==> config.mk <==
export PLATFORM = sky130hd
export DESIGN_NAME = e2d_cordic
export DESIGN_NICKNAME = d
export VERILOG_FILES = /design/src/e2d_pkg.sv /design/src/e2d_cordic.sv
export SDC_FILE = /design/constraint.sdc
export NUM_CORES = 2
export LEC_CHECK = 0
export BUFFER_PORTS_ARGS = -buffer_cell sky130_fd_sc_hd__buf_2
export CAP_MARGIN = 30
export CORE_MARGIN = 5
export CORE_UTILIZATION = 65
export CTS_CLUSTER_SIZE = 30
export DETAILED_ROUTE_END_ITERATION = 6
export PLACE_DENSITY = 0.81
export RECOVER_POWER = 25
export SYNTH_ARGS = -nofsm -noshare
export SYNTH_HDL_FRONTEND = slang
export SYNTH_SLANG_ARGS = --single-unit
==> constraint.sdc <==
create_clock -name clk -period 13.7 [get_ports clk]
set_input_delay 2.74 -clock clk [delete_from_list [all_inputs] [get_ports clk]]
set_output_delay 2.74 -clock clk [all_outputs]
set_load 0.005 [all_outputs]
==> src/e2d_pkg.sv <==
`timescale 1ns / 1ps
// Package for the Euler-angle to direction cosine matrix block.
// Holds fixed-point constants, the CORDIC arctangent table and shared helpers.
package e2d_pkg;

  localparam int CordicStagesDefault = 16;
  localparam int TabLen = 24;
  localparam int AngW = 16;
  localparam int EntW = 16;
  localparam int AccW = 36;

  localparam logic signed [AccW-1:0] Q30Pi = 36'sd3373259426;
  localparam logic signed [AccW-1:0] Q30HalfPi = 36'sd1686629713;
  localparam logic signed [AccW-1:0] Q30TwoPi = 36'sd6746518852;
  localparam logic signed [AccW-1:0] Q30Gain = 36'sd652032874;
  localparam logic signed [EntW-1:0] OneQ14 = 16'sd16384;

  typedef logic signed [AngW-1:0] ang_t;
  typedef logic signed [EntW-1:0] ent_t;
  typedef logic signed [AccW-1:0] acc_t;

  typedef struct packed {
    ang_t yaw_angle;
    ang_t pitch_angle;
    ang_t roll_angle;
  } att_t;

  typedef struct packed {
    ent_t entry_00;
    ent_t entry_01;
    ent_t entry_02;
    ent_t entry_10;
    ent_t entry_11;
    ent_t entry_12;
    ent_t entry_20;
    ent_t entry_21;
    ent_t entry_22;
  } dcm_t;

  function automatic acc_t atan_tab(input int i);
    acc_t t;
    case (i)
      0: t = 36'sh03243F6A8;
      1: t = 36'sh01DAC6705;
      2: t = 36'sh00FADBAFC;
      3: t = 36'sh007F56EA6;
      4: t = 36'sh003FEAB76;
      5: t = 36'sh001FFD55B;
      6: t = 36'sh000FFFAAA;
      7: t = 36'sh0007FFF55;
      8: t = 36'sh0003FFFEA;
      9: t = 36'sh0001FFFFD;
      10: t = 36'sh0000FFFFF;
      11: t = 36'sh00007FFFF;
      12: t = 36'sh00003FFFF;
      13: t = 36'sh00001FFFF;
      14: t = 36'sh00000FFFF;
      15: t = 36'sh000007FFF;
      16: t = 36'sh000003FFF;
      17: t = 36'sh000001FFF;
      18: t = 36'sh000000FFF;
      19: t = 36'sh0000007FF;
      20: t = 36'sh0000003FF;
      21: t = 36'sh0000001FF;
      22: t = 36'sh0000000FF;
      default: t = 36'sh00000007F;
    endcase
    return t;
  endfunction

  // Saturate a wide signed value to plus or minus one in Q14.
  function automatic ent_t sat_one(input logic signed [63:0] v);
    ent_t r;
    if (v > 64'sd16384) r = OneQ14;
    else if (v < -64'sd16384) r = -OneQ14;
    else r = ent_t'(v);
    return r;
  endfunction

endpackage

==> src/e2d_cordic.sv <==
`timescale 1ns / 1ps
// Pipelined rotation-mode CORDIC: one angle per enabled cycle in, Q14 sine and cosine out.
// Depends on e2d_pkg. Angles pass through an input register, the rotation stages and an output register.
module e2d_cordic #(
  parameter int STAGES = e2d_pkg::CordicStagesDefault
) (
  input  logic            clk,
  input  logic            en,
  input  e2d_pkg::ang_t   ang,
  output e2d_pkg::ent_t   sin_q14,
  output e2d_pkg::ent_t   cos_q14
);
  import e2d_pkg::*;

  acc_t x [STAGES+1];
  acc_t y [STAGES+1];
  acc_t z [STAGES+1];
  logic neg [STAGES+1];
  acc_t a_w, a_r;
  logic neg_w;

  // Range reduction into [-pi/2, pi/2].
  always_comb begin
    a_w = acc_t'(ang) <<< 18;
    neg_w = 1'b0;
    if (a_w > Q30Pi) a_w = a_w - Q30TwoPi;
    if (a_w < -Q30Pi) a_w = a_w + Q30TwoPi;
    if (a_w > Q30HalfPi) begin
      a_w = Q30Pi - a_w;
      neg_w = 1'b1;
    end else if (a_w < -Q30HalfPi) begin
      a_w = -Q30Pi - a_w;
      neg_w = 1'b1;
    end
  end

  always_ff @(posedge clk) begin
    if (en) begin
      x[0] <= Q30Gain;
      y[0] <= '0;
      z[0] <= a_w;
      neg[0] <= neg_w;
    end
  end

  for (genvar i = 0; i < STAGES; i++) begin : g_stage
    always_ff @(posedge clk) begin
      if (en) begin
        if (!z[i][AccW-1]) begin
          x[i+1] <= x[i] - (y[i] >>> i);
          y[i+1] <= y[i] + (x[i] >>> i);
          z[i+1] <= z[i] - atan_tab(i);
        end else begin
          x[i+1] <= x[i] + (y[i] >>> i);
          y[i+1] <= y[i] - (x[i] >>> i);
          z[i+1] <= z[i] + atan_tab(i);
        end
        neg[i+1] <= neg[i];
      end
    end
  end

  assign a_r = neg[STAGES] ? -x[STAGES] : x[STAGES];

  always_ff @(posedge clk) begin
    if (en) begin
      sin_q14 <= sat_one(64'(y[STAGES] + 36'sd32768) >>> 16);
      cos_q14 <= sat_one(64'(a_r + 36'sd32768) >>> 16);
    end
  end
endmodule

==> flow_summary.ini <==
[clocking]
cts_root_buf = clkbuf_16
cts.reportedPaths.clkPinSlew_ns = 0.06
cts_made_buffers = 179
cts_resized = 0
postCtsSetupRepairBufs = 0
cts_sinks = 1606
hold_buffers = 0
ctsLongestPathBuffers = 3
h-tree-depth = 4
cts_tree = yes
clock_latency_ns = 0.85

[detailed_routing]
drtAntennaViolNets = 0
dr.pass1.iters = 7
vias_per_cell = 6.36
wire_per_inst_um = 19.8
routed_wl_um = 332000
drc_errors = 16
vias = 107000
drtIter0Drc = 9254

[synth]
synth_edf_count = 1606
synth_flop_cell = edfxtp_1
syn_inst = 13800
syn_area_per_cell_sq_um = 9.66
synth.yosys.warnings = 0
ys_seq_elements = 1606
syn_nets = 15400
syn_area_sq_um = 134000
ys_types = 105
synth-seq-area-share_pct = 36.1
ys_async_sr_fraction_pct = 0

[final_layout]
num_antenna_cells = 0
area_growth_pct = 6.93
finalNetCount = 15500
drive_above_1_share_pct = 3.95

[setup_path]
critPathMaxFanout = 206
crit_family = buffers and inverters
crit_required_ns = 14.27
end_kind = flip-flop
critPathKind = in2reg
worstPathArrival_ns = 10.58
critPathLaunchType = primary input
critPathMaxStageDelay_ns = 6.61
crit_slowest_cell = clkdlybuf4s25_1
crit_buf_inv = 2
r2r_slack_ns = 5.65
worstPathCellList = buf_12, clkdlybuf4s25_1, nand2b_1, xnor2_1

[hold_path]
min_path_type = reg2reg

[grt]
antenna_found_initial = 10
grt_max_degree = 207
overflow = 0
grt_pass1_wl_um = 533000
first_global_vias = 104000
grt.total_usage_pct = 29.9

[sta]
post-route-min-period_ns = 10.01
setup_violations = 0
slew_viol_final = 624
fin_skew_ns = 0.0334
rsz0062_at_grt = no
fmax_mhz = 99.9
tns_ns = 0
worst-slew-pin-transition_ns = 9.07
finalHoldViolations = 0
post-route-period-util_pct = 73.1
relSlewSlack_pct = -504

[place]
io_buffers = 49
hpwl_um = 258000
gp_congestion = 0.974

[floorplan]
initial_core_util_pct = 65.3
die_area_sq_um = 215000
core-area_sq_um = 205000
fp.dieW_um = 464
row_count = 166
die_y_um = 464
pin_count = 50

[run_status]
outcome = finished with violations
violations = design-rule violations, max-capacitance violations, max-slew violations

[run]
cap_violations = 9
-- metrics by stage --
| step | hold slack, ns | worst slack, ns | instances | util, % | area [sq um] |
|---|---|---|---|---|---|
| 2_1_floorplan | 0.400 | 5.86 | 13800 | - | 134000 |
| 3_3_place_gp | 0.402 | 4.40 | 16400 | 66.9 | 137000 |
| 3_5_place_dp | 0.405 | 4.37 | 16400 | 66.9 | 137000 |
| 4_1_cts | 0.408 | 5.27 | 16800 | 69.9 | 143000 |
| 5_1_grt | 0.430 | 2.78 | 16800 | 69.9 | 143000 |
| 6_report | 0.400 | 3.69 | 16800 | 69.9 | 143000 |
-- layout by cell type (no fill, tap or decap), types with 38 or more instances in the layout --
cell          n
a211oi_1    102
a21boi_0     54
a21o_1      558
a21oi_1    1316
a31oi_1     127
and2_1       77
and3_1      112
buf_4        38
clkbuf_1     53
clkbuf_16   183
clkinv_1     39
edfxtp_1   1606
fa_1         42
ha_1       1519
inv_1       514
mux2_2       45
mux2i_1      53
nand2_1     761
nand2b_1    267
nand3_1     237
nand3b_1     40
nand4_1      79
nor2_1     1257
nor2b_1     207
nor3_1      371
nor4_1       98
o21a_1      201
o21ai_0     720
o21bai_1    195
o31ai_1     150
o41ai_1      80
or2_2        70
or3_1       105
or4_1        41
xnor2_1    1402
xor2_1      666
-- path summary, 6_finish.rpt --
check	from	endpoint	cells after the start
setup / recovery	en	z[12][35]$_DFFE_PP_	4
setup reg to reg	z[8][35]$_DFFE_PP_	y[9][34]$_DFFE_PP_	20
hold reg to reg	neg[6]$_DFFE_PP_	neg[7]$_DFFE_PP_	0
hold / removal	neg[6]$_DFFE_PP_	neg[7]$_DFFE_PP_	0
-- state kept, by name (all words and copies together), names as in the netlist --
register  cells
cos_q14      16
neg          17
sin_q14      16
x           513
y           526
z           518
-- cells in the mapped netlist (all sizes together) (41+ instances only) --
library cell	instances	area share (%)
edfxtp	1606	36
nand3	237	0.89
nand2	766	2.2
mux2i	54	0.41
xnor2	1402	9.2
clkbuf	159	0.45
nor2b	207	0.97
o21ai	731	2.7
nand3b	41	0.24
ha	1519	14
nor4	99	0.47
fa	42	0.63
a21boi	55	0.31
xor2	667	4.4
o21bai	195	1.1
o41ai	81	0.54
or3	105	0.49
a21oi	1318	5.0
o21a	201	1.1
and3	112	0.52
nand4	79	0.37
buf	50	0.18
a31oi	127	0.59
or4	41	0.23
o31ai	151	0.85
nor3	372	1.4
mux2	45	0.38
nand2b	267	1.2
nor2	1260	3.5
inv	522	1.5
a211oi	103	0.59
and2	80	0.37
or2	70	0.33
a21o	558	3.1
-- metal layers --
metal	share of wire, %	routed length [um]	track usage (%)	vias to the layer above
li1	-	-	-	51500
met1	41	136000	37.3	50700
met2	48	160000	52.1	3513
met3	6.4	21200	4.36	924
met4	4.4	14700	12.4	10
met5	0.024	78	0	-
-- cell type report --
type | count | area, sq um
inverters | 528 | 1980
fillers | 15300 | 61600
clock inverters | 122 | 1350
repair buffers | 106 | 713
well taps | 2688 | 3360
flip-flops and latches | 1606 | 48200
clock buffers | 207 | 4670
multi-input cells | 11500 | 82600
-- worst register-to-register path: cells and delay by family (launching register included) --
kind,cells,cell delay (ns)
xor+xnor,1,0.08
buf+inv,3,3.53
simple gates,4,0.39
fa+ha+maj,1,0.48
mux,1,0.27
flops,1,0.39
compound gates,10,2.65
-- cells by family after synthesis --
group / after synthesis / share of synthesized area [%]
and+or+nand+nor: 3826 / 13.8
DFF: 1606 / 36.1
buffers and inverters: 737 / 2.11
muxes: 99 / 0.786
AOI/OAI and AO/OA: 3943 / 18.8
other: 1 / 0.00281
adders and majority gates: 1561 / 14.8
xor gates and xnor gates: 2069 / 13.6
Power is not shown: default switching activity piles up to over one toggle a cycle in this logic, so the estimate is an artifact.
